[src/design/ssfb_pkg.sv]
// ----------------------------------------------------------------------------
// ssfb_pkg
// Shared types, constants and arithmetic helpers of the slit-scan frame blend.
// ----------------------------------------------------------------------------
`default_nettype none
package ssfb_pkg;

   localparam int FRAME_DEPTH_DEF  = 32;
   localparam int IMAGE_WIDTH_DEF  = 320;
   localparam int IMAGE_HEIGHT_DEF = 240;

   localparam int CSR_IDX_W = 1;
   localparam int CSR_DAT_W = 11;
   localparam logic [CSR_IDX_W-1:0] CSR_CENTER_X = 1'b0;
   localparam logic [CSR_IDX_W-1:0] CSR_CENTER_Y = 1'b1;

   // root pipeline: 32-bit radicand, two result bits per stage
   localparam int ROOT_W   = 16;
   localparam int REM_W    = 18;
   localparam int ROOT_NST = 8;

   typedef struct packed {
      logic [8:0] pixel_x;
      logic [7:0] pixel_y;
      logic [7:0] in_red;
      logic [7:0] in_green;
      logic [7:0] in_blue;
      logic       frame_start;
   } req_type;

   typedef struct packed {
      logic [8:0] out_x;
      logic [7:0] out_y;
      logic [7:0] out_red;
      logic [7:0] out_green;
      logic [7:0] out_blue;
   } rsp_type;

   // per-pixel information carried alongside the arithmetic
   typedef struct packed {
      logic [8:0]  x;
      logic [7:0]  y;
      logic [23:0] rgb;
      logic        frame_start;
      logic        in_range;
   } side_type;

   typedef struct packed {
      logic [REM_W-1:0]  rem;
      logic [ROOT_W-1:0] root;
   } sqrt_res_type;

   // history read result handed to the blend stage
   typedef struct packed {
      side_type    side;
      logic [6:0]  w1;
      logic        near_live;
      logic        far_live;
      logic [23:0] near_rgb;
      logic [23:0] far_rgb;
   } hist_out_type;

   function automatic sqrt_res_type sqrt_step(input logic [REM_W-1:0] rem,
                                              input logic [ROOT_W-1:0] root,
                                              input logic [1:0] pair);
      logic [REM_W+1:0] acc;
      logic [REM_W+1:0] trial;
      sqrt_res_type     r;
      acc   = {rem, pair};
      trial = {2'b00, root, 2'b01};
      if (acc >= trial) begin
         r.rem  = REM_W'(acc - trial);
         r.root = {root[ROOT_W-2:0], 1'b1};
      end else begin
         r.rem  = acc[REM_W-1:0];
         r.root = {root[ROOT_W-2:0], 1'b0};
      end
      return r;
   endfunction

   function automatic logic [7:0] blend_chan(input logic [7:0] c0, input logic [7:0] c1,
                                             input logic [7:0] w0, input logic [6:0] w1);
      logic [15:0] p0;
      logic [15:0] p1;
      logic [9:0]  s;
      p0 = c0 * w0;
      p1 = c1 * {1'b0, w1};
      s  = 10'(p0[15:7]) + 10'(p1[15:7]);
      return (s > 10'd255) ? 8'hFF : s[7:0];
   endfunction

endpackage
`default_nettype wire

[src/design/ssfb_sqrt.sv]
// ----------------------------------------------------------------------------
// ssfb_sqrt
// Pipelined integer square root of a 32-bit radicand, two bits per stage.
// ----------------------------------------------------------------------------
`default_nettype none
module ssfb_sqrt (
   input  wire logic                            clock,
   input  wire logic                            reset,
   input  wire logic                            in_valid,
   output logic                                 in_ready,
   input  wire logic [31:0]                     in_rad,
   input  wire ssfb_pkg::side_type              in_side,
   output logic                                 out_valid,
   input  wire logic                            out_ready,
   output logic [ssfb_pkg::ROOT_W-1:0]          out_root,
   output ssfb_pkg::side_type                   out_side
);

   localparam int NS = ssfb_pkg::ROOT_NST;

   logic [NS-1:0]                 vld_ff;
   logic [NS:0]                   adv;
   logic [31:0]                   rad_ff  [NS];
   logic [ssfb_pkg::REM_W-1:0]    rem_ff  [NS];
   logic [ssfb_pkg::ROOT_W-1:0]   root_ff [NS];
   ssfb_pkg::side_type            side_ff [NS];

   assign adv[NS]   = out_ready;
   assign in_ready  = adv[0];
   assign out_valid = vld_ff[NS-1];
   assign out_root  = root_ff[NS-1];
   assign out_side  = side_ff[NS-1];

   for (genvar s = 0; s < NS; s++) begin : g_stage
      logic                         vld_in;
      logic [31:0]                  rad_in;
      logic [ssfb_pkg::REM_W-1:0]   rem_src;
      logic [ssfb_pkg::ROOT_W-1:0]  root_src;
      ssfb_pkg::side_type           side_in;
      ssfb_pkg::sqrt_res_type       r_a;
      ssfb_pkg::sqrt_res_type       r_b;

      assign adv[s] = !vld_ff[s] || adv[s+1];

      if (s == 0) begin : g_first
         assign vld_in   = in_valid;
         assign rad_in   = in_rad;
         assign rem_src  = '0;
         assign root_src = '0;
         assign side_in  = in_side;
      end else begin : g_next
         assign vld_in   = vld_ff[s-1];
         assign rad_in   = rad_ff[s-1];
         assign rem_src  = rem_ff[s-1];
         assign root_src = root_ff[s-1];
         assign side_in  = side_ff[s-1];
      end

      always_comb begin
         r_a = ssfb_pkg::sqrt_step(rem_src, root_src, rad_in[31-4*s -: 2]);
         r_b = ssfb_pkg::sqrt_step(r_a.rem, r_a.root, rad_in[29-4*s -: 2]);
      end

      always_ff @(posedge clock) begin
         if (reset) begin
            vld_ff[s] <= 1'b0;
         end else if (adv[s]) begin
            vld_ff[s] <= vld_in;
         end
         if (adv[s]) begin
            rad_ff[s]  <= rad_in;
            rem_ff[s]  <= r_b.rem;
            root_ff[s] <= r_b.root;
            side_ff[s] <= side_in;
         end
      end
   end

endmodule
`default_nettype wire

[config.mk]
export PLATFORM = sky130hd
export DESIGN_NAME = ssfb_sqrt
export DESIGN_NICKNAME = d
export VERILOG_FILES = /design/src/design/ssfb_pkg.sv /design/src/design/ssfb_sqrt.sv
export SDC_FILE = /design/constraint.sdc
export NUM_CORES = 1
export LEC_CHECK = 0
export ABC_AREA = 1
export BUFFER_PORTS_ARGS = -buffer_cell sky130_fd_sc_hd__buf_2
export CELL_PAD_IN_SITES_DETAIL_PLACEMENT = 1
export CELL_PAD_IN_SITES_GLOBAL_PLACEMENT = 1
export CORE_MARGIN = 2
export CORE_UTILIZATION = 53
export DETAILED_ROUTE_END_ITERATION = 10
export PLACE_DENSITY = 0.83
export SETUP_SLACK_MARGIN = 0.3
export SLEW_MARGIN = 20
export SYNTH_ARGS = -nofsm -noshare
export SYNTH_HDL_FRONTEND = slang
export SYNTH_SLANG_ARGS = --single-unit
export TNS_END_PERCENT = 1
[constraint.sdc]
create_clock -name clock -period 39.7 [get_ports clock]
set_input_delay 7.94 -clock clock [delete_from_list [all_inputs] [get_ports clock]]
set_output_delay 7.94 -clock clock [all_outputs]
set_load 0.01 [all_outputs]
==> impl_results.md <==
- Fillers: 6,584
- Largest area contributor in the netlist: edfxtp_1
- Top FF cell, synth: edfxtp_1
- Row count: 90
- Core ar.: 60,200 µm²
- Synth Area in Compound Gates: 5.55%
- Slew HR: 27.6%
- Worst Setup End Kind: output pin
- Outcome: complete, no violations
- Initial drt markers: 1,703
- Gr ovfl total: 0
- Num CTS Buffers: 68
- Final Hold Fails: 0
- Starting Density: 53.4%
- Xor/xnor cell area share of the yosys netlist: 2.61%
- CP Buf/Inv Count: 9
- Global-route wire length before repair: 141 mm
- Sequential share of power: 43.1%
- Max stage delay on crit path: 720 ps
- # IOs: 140
- Wirelength per Cell: 22.1 µm
- Slowest CP cell: clkinv_2
- Root Driver: clkbuf_16
- Leak Pwr: 16.1 nW
- Die Ht: 250 µm
- Clock-pin slew on the worst setup and hold paths: 60 ps
- Nets@finish: 3,557
- Sw frac: 34.1%
- Worst hold-check path type: flop to flop
- Post-Synth Adder-Cell Area: 5.79%
- WL final: 92.0 mm
- Sw Pwr: 0.714 mW
- Clock network power share: 30.4%
- Period minus WS final: 20,670 ps
- Crit Path Max Fanout: 61
- Total Die Area: 62,700 µm²
- Post-synth top area share: 60.2%
- Register bit total from synthesis: 653
- DR WL met3: 3.54 mm
- Async SR Flop Fraction: 0%
- Post-synthesis mux area share: 0%
- WL met1: 37.1 mm
- Worst Max-Slew Pin Slew: 1090 ps
- All-layer global routing usage: 29.3%
- Synth area leaders: edfxtp_1, nand2_1, ha_1
- Critical Path AT: 12,730 ps
- Area delta synth->final: 11.7%
- Routed Antenna Nets: 0
- Simple-Gate Fraction of Synth Area: 19.8%
- Delay-heaviest family, CP: buffers and inverters
- Syn_area_per_cell: 10.3 µm²
- Register area share after synthesis: 60.7%
- Pint: 1.38 mW
- Max Used Layer: met4
- Crit-path most repeated cell: nor2_1
- Setup CP Type: input pin to output pin
- Post-CTS Resized: 0
- EDFF count, synth: 645
- WL met2: 47.3 mm
- Cells after synthesis: 3,138
- Post-Syn Area: 32,200 µm²
- Crit start category: input pin
- Vias in the first global route: 24,465
- Max Cap Viol: 0
- Slew Viols, Final: 0
- Setup TNS: 0 ps
- Critical Path, Cell by Cell: buf_2, nor2_1, inv_2, buf_4, nor2_1, clkinv_2, nor2_1, clkinv_2, nor2_1, clkinv_2, nor2_1, clkinv_2, nor2_1, clkinv_2, nor2_1, nand2_4, buf_2
- Chip Width: 250 µm
- Skew final: 29.7 ps
- Initial antenna violation count: 1
- Tcrit/Tclk final: 52.1%
- Post-DP HPWL: 66.5 mm
- Worst skew pair latency: 620 ps
- # clock sinks: 653
- RSZ-0062 raised after global routing: false
- TritonCTS clock tree: built
- Netlist cell types: 53
- Setup-failing EPs final: 0
- H-tree level count: 3
- Peak VDD IR: 0.0000419 V
- Clock Tree Buf Depth: 3
- DRT Pass-1 Iters: 5
- Hold_buf cts: 0
- Share of cells above drive strength 1: 11.2%
- Largest family of logic cells by synthesized area: simple AND/OR/NAND/NOR gates
- Fmax: 48.4 MHz
- PD cells: 58.3 nW/µm²
- I/O Buffers: 139
- Total design power: 2.10 mW
- YS warnings: 0
- GPL Wtd Cong: 0.896
- Setup bufs post-CTS: 0
- CP required: 31,760 ps
- Gate power share: 26.4%
- DR vias/cell: 5.56
- Drc violations: 0
- Routed vias: 23,138
- Largest net degree at the start of global routing: 87
[registers in the layout (all words and copies together), names as in the netlist]
signal          cells
root_ff            72
g_stage.vld_in      7
out_valid           1
side_ff           344
rem_ff            117
rad_ff            112
[metrics by stage]
step / std cells / hold WS (ps) / util (%) / setup slack, ps / instance area (µm²)
after floorplan: 3139 / 400 / - / 11640 / 32200
after global placement: 4040 / 401 / 56.0 / 19600 / 33700
after detailed placement: 4040 / 405 / 56.0 / 19280 / 33700
after CTS: 4162 / 407 / 59.6 / 19020 / 35900
after global routing: 4164 / 421 / 59.7 / 18560 / 36000
final: 4164 / 400 / 59.7 / 19030 / 36000
[Yosys cell counts (all sizes together), types with 19 or more instances]
| cell type | number |
|---|---|
| buf | 19 |
| inv | 422 |
| nand3 | 206 |
| nor3 | 37 |
| nand4 | 44 |
| nand2 | 888 |
| edfxtp | 645 |
| xnor2 | 35 |
| xor2 | 60 |
| ha | 149 |
| nor2 | 257 |
| a21oi | 150 |
| o21ai | 120 |
[metal layers]
metal | track usage, % | vias up
met5 | 0 | -
met4 | 12.2 | 0
met3 | 3.62 | 206
met2 | 52.7 | 695
met1 | 35.6 | 11275
li1 | - | 10962
[power groups by stage]
stage          combinational [mW]  clock (mW)  sequential, mW
6_report                    0.554       0.638           0.904
5_1_grt                     0.623       0.668           0.910
4_1_cts                     0.553       0.645           0.904
3_5_place_dp                0.543           0           0.917
3_3_place_gp                0.518           0           0.911
2_1_floorplan               0.396           0           0.889
[cells by family (layout without fill, tap and decap cells)]
group,count (synthesis),count (layout)
AO/OA/AOI/OAI,323,323
XOR/XNOR,95,95
adder cells (fa/ha/maj),149,149
buffers and inverters,453,695
flip-flops,653,653
other,1,3
AND/OR/NAND/NOR,1464,1464
[layout make-up]
| class | count | area, µm² | area share [%] |
|---|---|---|---|
| timing repair buffer | 148 | 791 | 2.20 |
| clock inverter | 34 | 360 | 1.00 |
| clock buffer | 88 | 1830 | 5.08 |
| antenna | 1 | 2.50 | 0.00696 |
| sequential | 653 | 19500 | 54.3 |
| tap | 782 | 978 | 2.72 |
| multi-input combinational | 2033 | 10900 | 30.2 |
| inverter | 425 | 1600 | 4.46 |
[worst reg2reg max path, stage by stage, from the launching register on]
cell,delay (ps)
dfxtp_1,340
inv_1,50
nor2_1,250
inv_2,60
buf_4,380
nor2_1,280
clkinv_2,90
nor2_1,160
clkinv_2,100
nor2_1,140
clkinv_2,530
nor2_1,380
clkinv_2,110
nor2_1,200
clkinv_2,720
nor2_1,610
clkinv_2,370
buf_4,550
[cells in the final DEF (no fill, tap or decap), types with 8 or more instances in the layout]
| cell type | instances |
|---|---|
| o21a_1 | 9 |
| nand2_1 | 854 |
| dfxtp_1 | 8 |
| nor2_1 | 231 |
| clkbuf_1 | 16 |
| nand2_2 | 28 |
| nand4_1 | 44 |
| or2_2 | 14 |
| edfxtp_1 | 645 |
| o21bai_1 | 12 |
| xnor2_1 | 35 |
| a31oi_1 | 10 |
| a21oi_1 | 146 |
| clkinv_1 | 13 |
| ha_1 | 149 |
| inv_1 | 397 |
| nor3_1 | 33 |
| clkinv_2 | 15 |
| nor2_2 | 15 |
| clkbuf_16 | 69 |
| inv_2 | 19 |
| nand3_2 | 14 |
| nand3_1 | 189 |
| buf_2 | 139 |
| o21ai_0 | 103 |
| nor2_4 | 11 |
| o21ai_1 | 12 |
| xor2_1 | 59 |
[worst paths after layout]
kind	start	to	slack [ps]	cells past startpoint
worst min-delay path	side_ff[0][73]	side_ff[0][116]	400	0
worst max-delay path	out_ready	in_ready	19030	17
worst min register to register	side_ff[0][73]	side_ff[0][116]	400	0
worst max register to register	out_valid	rad_ff[1][23]	33930	17
(Power assumes the default switching activity.)
