### src/design/ssfb_pkg.sv
// ----------------------------------------------------------------------------
// ssfb_pkg
// Shared types, constants and arithmetic helpers of the slit-scan frame blend.
// ----------------------------------------------------------------------------
`default_nettype none
package ssfb_pkg;

   localparam int FRAME_DEPTH_DEF  = 32;
   localparam int IMAGE_WIDTH_DEF  = 320;
   localparam int IMAGE_HEIGHT_DEF = 240;

   localparam int CSR_IDX_W = 1;
   localparam int CSR_DAT_W = 11;
   localparam logic [CSR_IDX_W-1:0] CSR_CENTER_X = 1'b0;
   localparam logic [CSR_IDX_W-1:0] CSR_CENTER_Y = 1'b1;

   // root pipeline: 32-bit radicand, two result bits per stage
   localparam int ROOT_W   = 16;
   localparam int REM_W    = 18;
   localparam int ROOT_NST = 8;

   typedef struct packed {
      logic [8:0] pixel_x;
      logic [7:0] pixel_y;
      logic [7:0] in_red;
      logic [7:0] in_green;
      logic [7:0] in_blue;
      logic       frame_start;
   } req_type;

   typedef struct packed {
      logic [8:0] out_x;
      logic [7:0] out_y;
      logic [7:0] out_red;
      logic [7:0] out_green;
      logic [7:0] out_blue;
   } rsp_type;

   // per-pixel information carried alongside the arithmetic
   typedef struct packed {
      logic [8:0]  x;
      logic [7:0]  y;
      logic [23:0] rgb;
      logic        frame_start;
      logic        in_range;
   } side_type;

   typedef struct packed {
      logic [REM_W-1:0]  rem;
      logic [ROOT_W-1:0] root;
   } sqrt_res_type;

   // history read result handed to the blend stage
   typedef struct packed {
      side_type    side;
      logic [6:0]  w1;
      logic        near_live;
      logic        far_live;
      logic [23:0] near_rgb;
      logic [23:0] far_rgb;
   } hist_out_type;

   function automatic sqrt_res_type sqrt_step(input logic [REM_W-1:0] rem,
                                              input logic [ROOT_W-1:0] root,
                                              input logic [1:0] pair);
      logic [REM_W+1:0] acc;
      logic [REM_W+1:0] trial;
      sqrt_res_type     r;
      acc   = {rem, pair};
      trial = {2'b00, root, 2'b01};
      if (acc >= trial) begin
         r.rem  = REM_W'(acc - trial);
         r.root = {root[ROOT_W-2:0], 1'b1};
      end else begin
         r.rem  = acc[REM_W-1:0];
         r.root = {root[ROOT_W-2:0], 1'b0};
      end
      return r;
   endfunction

   function automatic logic [7:0] blend_chan(input logic [7:0] c0, input logic [7:0] c1,
                                             input logic [7:0] w0, input logic [6:0] w1);
      logic [15:0] p0;
      logic [15:0] p1;
      logic [9:0]  s;
      p0 = c0 * w0;
      p1 = c1 * {1'b0, w1};
      s  = 10'(p0[15:7]) + 10'(p1[15:7]);
      return (s > 10'd255) ? 8'hFF : s[7:0];
   endfunction

endpackage
`default_nettype wire

### src/design/ssfb_blend.sv
// ----------------------------------------------------------------------------
// ssfb_blend
// Weighted mix of two history frames per channel, into the result register.
// ----------------------------------------------------------------------------
`default_nettype none
module ssfb_blend (
   input  wire logic                   clock,
   input  wire logic                   reset,
   input  wire logic                   in_valid,
   output logic                        in_ready,
   input  wire ssfb_pkg::hist_out_type in_data,
   output logic                        rsp_valid,
   input  wire logic                   rsp_ready,
   output ssfb_pkg::rsp_type           rsp_data
);

   logic              vld_ff;
   ssfb_pkg::rsp_type rsp_ff;
   ssfb_pkg::rsp_type rsp_in;
   logic [23:0]       c0;
   logic [23:0]       c1;
   logic [7:0]        w0;

   assign in_ready = !vld_ff || rsp_ready;

   always_comb begin
      c0 = in_data.near_live ? in_data.side.rgb : in_data.near_rgb;
      c1 = in_data.far_live  ? in_data.side.rgb : in_data.far_rgb;
      w0 = 8'd128 - 8'(in_data.w1);
      rsp_in.out_x = in_data.side.x;
      rsp_in.out_y = in_data.side.y;
      if (in_data.side.in_range) begin
         rsp_in.out_red   = ssfb_pkg::blend_chan(c0[23:16], c1[23:16], w0, in_data.w1);
         rsp_in.out_green = ssfb_pkg::blend_chan(c0[15:8], c1[15:8], w0, in_data.w1);
         rsp_in.out_blue  = ssfb_pkg::blend_chan(c0[7:0], c1[7:0], w0, in_data.w1);
      end else begin
         // off-image pixel: pass the colour through
         rsp_in.out_red   = in_data.side.rgb[23:16];
         rsp_in.out_green = in_data.side.rgb[15:8];
         rsp_in.out_blue  = in_data.side.rgb[7:0];
      end
   end

   always_ff @(posedge clock) begin
      if (reset) begin
         vld_ff <= 1'b0;
      end else if (in_ready) begin
         vld_ff <= in_valid;
      end
      if (in_ready) begin
         rsp_ff <= rsp_in;
      end
   end

   assign rsp_valid = vld_ff;
   assign rsp_data  = rsp_ff;

endmodule
`default_nettype wire

### config.mk
export PLATFORM = sky130hd
export DESIGN_NAME = ssfb_blend
export DESIGN_NICKNAME = d
export VERILOG_FILES = /design/src/design/ssfb_pkg.sv /design/src/design/ssfb_blend.sv
export SDC_FILE = /design/constraint.sdc
export NUM_CORES = 1
export LEC_CHECK = 0
export BUFFER_PORTS_ARGS = -buffer_cell sky130_fd_sc_hd__clkbuf_2
export CORE_UTILIZATION = 45
export DETAILED_ROUTE_END_ITERATION = 12
export GPL_TIMING_DRIVEN = 0
export PLACE_DENSITY_LB_ADDON = 0.2
export SLEW_MARGIN = 20
export SYNTH_ARGS = -nofsm -noshare
export SYNTH_HDL_FRONTEND = slang
export SYNTH_SLANG_ARGS = --single-unit
### constraint.sdc
create_clock -name clock -period 15.5 [get_ports clock]
set_input_delay 0.775 -clock clock [delete_from_list [all_inputs] [get_ports clock]]
set_output_delay 0.775 -clock clock [all_outputs]
set_load 0.03 [all_outputs]
==> results.json, run 1 <==
{
  "outcome": "completed",
  "max_slew.worst_pin.slew_ns": 0.966,
  "tns_ns": 0,
  "yosysTopAreaCellShare_pct": 28.0,
  "synth-seq-area-share_pct": 9.11,
  "setup_viol": 0,
  "yosys_warnings": 0,
  "drcViolationCount": 0,
  "clock_path_buffers": 2,
  "routed_wl_um": 37300,
  "fin_crit_ns": 9.17,
  "hold_class": "in -> reg",
  "finalInstanceArea_um2": 15100,
  "cp-start-kind": "input pin",
  "synth_area_leaders": "fa_1, ha_1, edfxtp_1",
  "leakagePower_nw": 8.03,
  "cts.clk_slew.worst_paths_ns": 0.07,
  "ios": 147,
  "peakVddDrop_uv": 211,
  "clock_tree.htree_level_count": 2,
  "drt-initial-drc-count": 658,
  "setup.worst_path.start": "in_data[50]",
  "cpMaxStageDelayCell": "clkbuf_1",
  "synth_edf_count": 41,
  "routedWlPerCell_um": 17.8,
  "endpoint_kind": "flop",
  "fp.dieW_um": 177,
  "fin_crit_sh_pct": 59.2,
  "routabilityCongestion": 0.899,
  "max_slew_margin_pct": 33.7,
  "cts_tree": "done",
  "skew_ns": 0.00905,
  "p_per_area_nw_per_um2": 192,
  "post_cts_resized": 0,
  "antenna_found_initial": 0,
  "start_util_pct": 46.1,
  "drive_gt1_share_pct": 13.5,
  "required_ns": 15.55,
  "finalMaxSlewViolations": 0,
  "grt_pass1_wl_um": 59700,
  "firstDrtPassIters": 5,
  "cp.arrival_ns": 9.22,
  "path_common_cell": "fa_1",
  "synth-main-ff-cell": "edfxtp_1",
  "die_area_um2": 31200,
  "rsz0062_at_grt": "no",
  "diodes": 0,
  "hold_start": "reset",
  "ys_ff_latch": 42,
  "r2r-start": "rsp_valid",
  "cts_buffers": 5,
  "max_freq_ghz": 0.109,
  "num_vias": 11261,
  "critical_path.max_stage_delay_ns": 0.56,
  "vias_per_cell": 5.36,
  "rows": 63,
  "critPathKind": "in -> reg",
  "ys_top_cells_by_count": "inv_1, ha_1, fa_1, nor2_1, nand2_1",
  "synth_most_common_cell": "inv_1",
  "fin_hold_ws_ns": 0.625,
  "postSynthCellCount": 1563,
  "area_growth_syn_to_layout_pct": 9.74,
  "syn_area_um2": 13700,
  "synth.largest_area_cell": "fa_1",
  "synth_cell_type_count": 65,
  "maxCapViolations": 0,
  "post_dp_cell_area_um2": 14900,
  "antenna_left": 0,
  "first_global_vias": 11320,
  "coreArea_um2": 29800,
  "cts_sinks": 42,
  "synth_area_per_cell_um2": 8.79,
  "cts_setup_buffers": 0,
  "nets": 2222,
  "dp_cells": 2092,
  "finalHoldViolCount": 0,
  "port_buffers": 139,
  "root_buffer": "clkbuf_16",
  "overflow": 0,
  "final_cells": 2100,
  "die_y_um": 177,
  "grt_max_degree": 44,
  "async_flop_share_pct": 0,
  "dp_hpwl_um": 31100,
  "final_util_pct": 50.6,
  "worstPathMaxFanout": 10,
  "hold_buffers": 0,
  "syn_nets": 2076,
  "grtUsageTotal_pct": 24.8,
  "insertion_delay_ns": 0.30
}
## layer usage
metal	vias up	global-route usage (%)	routed length, um
li1	5325	-	-
met1	5566	32.6	16400
met2	327	43.2	17900
met3	43	3.09	2100
met4	0	6.07	905
met5	-	0	0
## final timing paths
check | endpoint | slack [ns] | depth (start not counted)
worst max register to register | rsp_data[18] | 14.25 | 1
worst max-delay path | rsp_data[19] | 6.33 | 31
worst min-delay path | rsp_valid | 0.62 | 2
worst min register to register | rsp_valid | 1.02 | 2
## power breakdown
| part | total [mW] | switching [mW] | leakage [nW] | internal (mW) |
|---|---|---|---|---|
| sequential | 0.230 | 0.0127 | 0.431 | 0.218 |
| combinational | 2.55 | 1.45 | 7.53 | 1.10 |
| clock | 0.113 | 0.0528 | 0.0698 | 0.0599 |
| total | 2.89 | 1.51 | 8.03 | 1.38 |
## state kept, by name, summed over array words and instances, names as in the netlist
| signal | count |
|---|---|
| rsp_valid | 1 |
| rsp_data | 41 |
## per-stage QoR
step	setup slack, ns	power, mW
after global routing	5.78	3.20
after detailed placement	6.09	2.75
after global placement	6.16	2.71
after floorplan	7.68	2.21
after CTS	6.36	2.89
final	6.33	2.89
## area by class of cell
type | instances | area, um2
fill | 2923 | 14700
multi-input combinational | 1208 | 11300
sequential | 42 | 1250
inverter | 267 | 1000
timing repair buffer | 139 | 696
tap | 390 | 488
buffer | 46 | 183
clock buffer | 5 | 125
clock inverter | 3 | 21.3
## cell usage in the layout, fill, tap and decap left out, types with 5 or more instances in the layout
cell type and n:
clkbuf_2 139, o22a_1 7, o21ai_0 16, xnor2_1 35, nand2_1 136, clkbuf_16 5, a21o_1 18, inv_1 267
fa_1 192, nand4_1 7, ha_1 217, nand2b_1 13, mux2_2 27, nor2b_1 29, nand3_1 14, nor2_1 182
a21oi_1 44, clkbuf_1 40, or2_2 36, a211o_1 6, xor2_1 25, nor3_1 26, o21a_1 13, and2_1 55
edfxtp_1 41, and3_1 6, mux2i_1 27, nand3b_1 6, a31oi_1 9
## worst max-delay path: cells and delay by family
family	cells	cell delay (ns)
compound gates	7	1.80
xor+xnor	2	0.51
fa+ha+maj	7	2.85
buf+inv	6	1.65
mux	1	0.18
simple gates	8	1.44
## cell families after synthesis
group	after synthesis	synth area share, %
buffers and inverters	313	8.63
DFF	42	9.11
adders and majority gates	409	47.8
and+or+nand+nor	532	18.6
xor gates and xnor gates	60	3.83
AOI/OAI and AO/OA	152	7.73
muxes	55	4.35
Note: power is estimated with default switching activity, not from simulation.
==> run 2, diff against run 1 <==
Clock period 15.5 ns to 8.1 ns, I/O delays scaled along.
==> run 2 against run 1 <==
Clock skew is essentially flat. Flip-flop and latch count is the same. Largest power group unchanged. Sequential power grew 92%. Via count is essentially flat.
==> results.json, run 2 (synthesis gave the netlist of run 1 again) <==
{
  "outcome": "completed",
  "post_dp_cell_area_um2": 14900,
  "cp.arrival_ns": 7.80,
  "diodes": 0,
  "critPathKind": "in -> reg",
  "power_frac_comb_pct": 88.2,
  "regToRegSetupSlack_ns": 6.84,
  "grt_pass1_wl_um": 59500,
  "dp_hpwl_um": 31100,
  "die_y_um": 177,
  "area_growth_syn_to_layout_pct": 10.7,
  "critical-path-top-delay-family": "adder cells",
  "finalHoldViolCount": 0,
  "clock_path_buffers": 2,
  "grtUsageTotal_pct": 24.7,
  "die_area_um2": 31200,
  "worstPathMaxFanout": 19,
  "cts_buffers": 5,
  "grt_max_degree": 44,
  "largest_register_ffs": 41,
  "skew_ns": 0.00883,
  "p_clk_share_pct": 3.9,
  "rows": 63,
  "fin_crit_ns": 7.75,
  "top_layer": "met4",
  "r2r-start": "rsp_valid",
  "insertion_delay_ns": 0.30,
  "endpoint_kind": "flop",
  "whs_endpoint": "rsp_valid",
  "leakagePower_nw": 8.07,
  "max_freq_ghz": 0.129,
  "maxCapViolations": 0,
  "overflow": 0,
  "cpMaxStageDelayCell": "fa_1",
  "vias_per_cell": 5.36,
  "hold_buffers": 0,
  "finalInstanceArea_um2": 15200,
  "path_common_cell": "fa_1",
  "setup_viol": 0,
  "cp-start-kind": "input pin",
  "routedWlPerCell_um": 17.8,
  "cts.clk_slew.worst_paths_ns": 0.07,
  "wl_met1_um": 16300,
  "antenna_left": 0,
  "tns_ns": 0,
  "internal_power_mw": 2.65,
  "drt-initial-drc-count": 589,
  "first_global_vias": 11337,
  "power.total_mw": 5.54,
  "nets": 2221,
  "cts_tree": "done",
  "final_common_cell": "inv_1",
  "r2r_end": "rsp_data[23]",
  "required_ns": 8.15,
  "path_buf_inv": 5,
  "max_slew.worst_pin.slew_ns": 0.913,
  "peakVddDrop_uv": 390,
  "p_switching_mw": 2.89,
  "start_util_pct": 46.1,
  "final_cell_mix": "inv_1, ha_1, fa_1",
  "firstDrtPassIters": 5,
  "p_seq_share_pct": 8.0,
  "fin_crit_sh_pct": 95.7,
  "clock_tree.htree_level_count": 2,
  "rr_worst_depth": 1,
  "wl_met2_um": 17900,
  "drive_gt1_share_pct": 15.3,
  "fill_cells": 2909,
  "cts_sinks": 42,
  "finalMaxSlewViolations": 0,
  "hold_start": "reset",
  "ios": 147,
  "fp.dieW_um": 177,
  "critical_path.max_stage_delay_ns": 0.53,
  "max_slew_margin_pct": 37.4,
  "antenna_found_initial": 0,
  "drcViolationCount": 0,
  "coreArea_um2": 29800,
  "switching_share_pct": 52.2,
  "hold_class": "in -> reg",
  "port_buffers": 139,
  "routed_wl_um": 37300,
  "num_vias": 11254,
  "hold_depth": 2,
  "met3_length_um": 2150,
  "routabilityCongestion": 0.899,
  "p_per_area_nw_per_um2": 364,
  "root_buffer": "clkbuf_16",
  "final_util_pct": 51.0
}
[run 2: changes by cell type in the layout (fill, tap and decap cells not counted), moves of 3 or more]
cell      delta
clkbuf_1    -14
buf_2        +3
xor2_1       -4
mux2i_2      +5
clkbuf_2     +8
xor2_2       +4
mux2i_1      -6
[run 2: per-layer routing]
metal / up-vias / track usage (%)
li1: 5315 / -
met1: 5561 / 32.3
met2: 334 / 42.8
met3: 44 / 3.20
met4: 0 / 6.82
met5: - / 0
[run 2: worst max-delay path by stage]
stage / start / cells past startpoint / slack, ns / end
6_report: in_data[49] / 28 / 0.35 / rsp_data[19]
3_5_place_dp: in_data[50] / 31 / -0.94 / rsp_data[19]
5_1_grt: in_data[52] / 28 / -0.002 / rsp_data[4]
2_1_floorplan: in_data[50] / 29 / 0.65 / rsp_data[20]
3_3_place_gp: in_data[50] / 31 / -0.87 / rsp_data[20]
4_1_cts: in_data[51] / 28 / 0.02 / rsp_data[19]
[run 2: what timing repair did]
action	4_1_cts	5_1_grt
setup buffers	1	0
pin swaps	0	1
endpoints found under the setup margin	15	15
gates resized for setup	13	35
[run 2: layout make-up]
class	count	area, um2	area share, %
inverter	267	1010	6.62
clock inverter	3	21.3	0.140
sequential	42	1250	8.23
clock buffer	5	125	0.823
multi-input combinational	1208	11400	75.0
timing repair buffer	140	703	4.63
tap	390	488	3.21
buffer	44	204	1.34
[run 2: power by group through the flow]
stage | Sequential [mW] | Clock [mW] | Combinational, mW
2_1_floorplan | 0.585 | 0 | 3.64
3_3_place_gp | 0.446 | 0 | 4.74
3_5_place_dp | 0.445 | 0 | 4.82
4_1_cts | 0.442 | 0.218 | 4.87
5_1_grt | 0.448 | 0.224 | 5.47
6_report | 0.441 | 0.215 | 4.88
[run 2: stage by stage]
stage / hold WS, ns / instances / setup slack [ns]
4_1_cts: 0.252 / 2099 / 0.0237
6_report: 0.255 / 2099 / 0.349
5_1_grt: 0.249 / 2099 / -0.00244
2_1_floorplan: 0.474 / 1563 / 0.646
3_3_place_gp: 0.564 / 2092 / -0.869
3_5_place_dp: 0.565 / 2092 / -0.943
==> run 3, diff against run 2 <==
Settings changed: PLACE_DENSITY set to 0.73, PLACE_DENSITY_LB_ADDON 0.2 to unset.
==> run 3 against run 2 <==
Combinational power up 2%. Clock power up 3%. Die area unchanged. Highest routed layer unchanged. Cell count up 0.14%. Flip-flop and latch count unchanged. Via count up 1.8%. Setup slack worse by 0.052 ns.
==> results.json, run 3 (synthesis gave the netlist of run 1 again) <==
{
  "dp_cells": 2093,
  "peakVddDrop_uv": 491,
  "cp-start-kind": "input pin",
  "grt_max_degree": 26,
  "cpMaxStageDelayCell": "clkbuf_1",
  "grt_pass1_wl_um": 60400,
  "cts_buffers": 5,
  "final_cell_mix": "inv_1, ha_1, fa_1",
  "largest_register_ffs": 41,
  "final_util_pct": 51.1,
  "start_util_pct": 46.1,
  "port_buffers": 139,
  "routedWlPerCell_um": 18.0,
  "busiest_layer": "met2",
  "hold_class": "in -> reg",
  "clock_tree.htree_level_count": 2,
  "fin_ws_ns": 0.297,
  "die_area_um2": 31200,
  "dp_slack_ns": -0.965,
  "max_slew_margin_pct": 39.2,
  "drcViolationCount": 0,
  "critPathKind": "in -> reg",
  "leakagePower_nw": 8.08,
  "drive_gt1_share_pct": 15.4,
  "routed_wl_um": 37800,
  "fin_crit_ns": 7.80,
  "path_buf_inv": 3,
  "firstDrtPassIters": 5,
  "endpoint_kind": "flop",
  "ios": 147,
  "die_y_um": 177,
  "maxCapViolations": 0,
  "power.total_mw": 5.63,
  "insertion_delay_ns": 0.32,
  "num_vias": 11456,
  "first_global_vias": 11938,
  "outcome": "completed",
  "finalMaxSlewViolations": 0,
  "overflow": 0,
  "cts.clk_slew.worst_paths_ns": 0.07,
  "nets": 2224,
  "skew_ns": 0.0159,
  "vias_per_cell": 5.45,
  "fp.dieW_um": 177,
  "diodes": 0,
  "hold_buffers": 0,
  "routabilityCongestion": 0.936,
  "max_freq_ghz": 0.128,
  "drt-initial-drc-count": 783,
  "area_growth_syn_to_layout_pct": 10.9,
  "final_cells": 2102,
  "max_slew.worst_pin.slew_ns": 0.886,
  "rows": 63,
  "fin_hold_ws_ns": 0.254,
  "fin_crit_sh_pct": 96.3,
  "grt_use_met3_pct": 4.30,
  "met1_usage_pct": 31.2,
  "p_per_area_nw_per_um2": 370,
  "critical_path.max_stage_delay_ns": 0.56,
  "cp.arrival_ns": 7.87,
  "dp_hpwl_um": 31600,
  "cts_sinks": 42,
  "worstPathMaxFanout": 10,
  "cts_tree": "done",
  "antenna_left": 0,
  "setup_viol": 0,
  "grtUsageTotal_pct": 25.1,
  "grt_use_met2_pct": 43.4,
  "clock_path_buffers": 2,
  "final_common_cell": "inv_1",
  "path_common_cell": "fa_1",
  "antenna_found_initial": 0,
  "required_ns": 8.17,
  "coreArea_um2": 29800,
  "finalHoldViolCount": 0,
  "critical-path-top-delay-family": "adder cells",
  "root_buffer": "clkbuf_16"
}
==> run 3: cell types whose count changed in the layout (fill, tap and decap cells not counted), sizes merged <==
cell and delta:
inv +1, buf +2, clkbuf +1, clkinv -1
==> run 3: cell type report <==
class,count,area (um2)
fillers,2805,14600
multi-input cells,1208,11400
flip-flops and latches,42,1250
inverters,267,1010
repair buffers,142,731
well taps,390,488
plain buffers,45,211
clock buffers,5,125
clock inverters,3,25.0
==> run 3: final timing paths <==
check | startpoint | cells after the start | endpoint | slack [ns]
setup / recovery | in_data[52] | 25 | rsp_data[19] | 0.30
hold / removal | reset | 2 | rsp_valid | 0.25
setup reg to reg | rsp_valid | 2 | rsp_data[15] | 6.84
hold reg to reg | rsp_valid | 2 | rsp_valid | 0.87
==> run 3: what timing repair did <==
item,4_1_cts,5_1_grt
buffers inserted,1,1
pin swaps,0,1
gates resized for setup,14,33
endpoints found under the setup margin,15,15
==> run 3: through the flow <==
step	instance area [um2]	TNS [ns]
3_3_place_gp	14900	-8.68
6_report	15200	0
2_1_floorplan	13700	0
5_1_grt	15200	-0.0296
3_5_place_dp	14900	-12.85
4_1_cts	15100	0
==> run 3: routing by layer <==
| layer | part of all wire (%) | wire, um |
|---|---|---|
| met5 | 0 | 0 |
| met1 | 42 | 15800 |
| met2 | 47 | 18000 |
| met4 | 3.4 | 1300 |
| met3 | 7.3 | 2760 |
==> run 3: worst reg2reg max path, cell delays in order, from the launching register on <==
cell and delay [ns]:
dfxtp_1 0.32, nand2b_2 0.36, buf_12 0.27
==> run 3: where the power goes <==
part	total, mW	internal [mW]	switching (mW)
Clock	0.222	0.116	0.106
Combinational	4.96	2.14	2.82
Sequential	0.449	0.417	0.0317
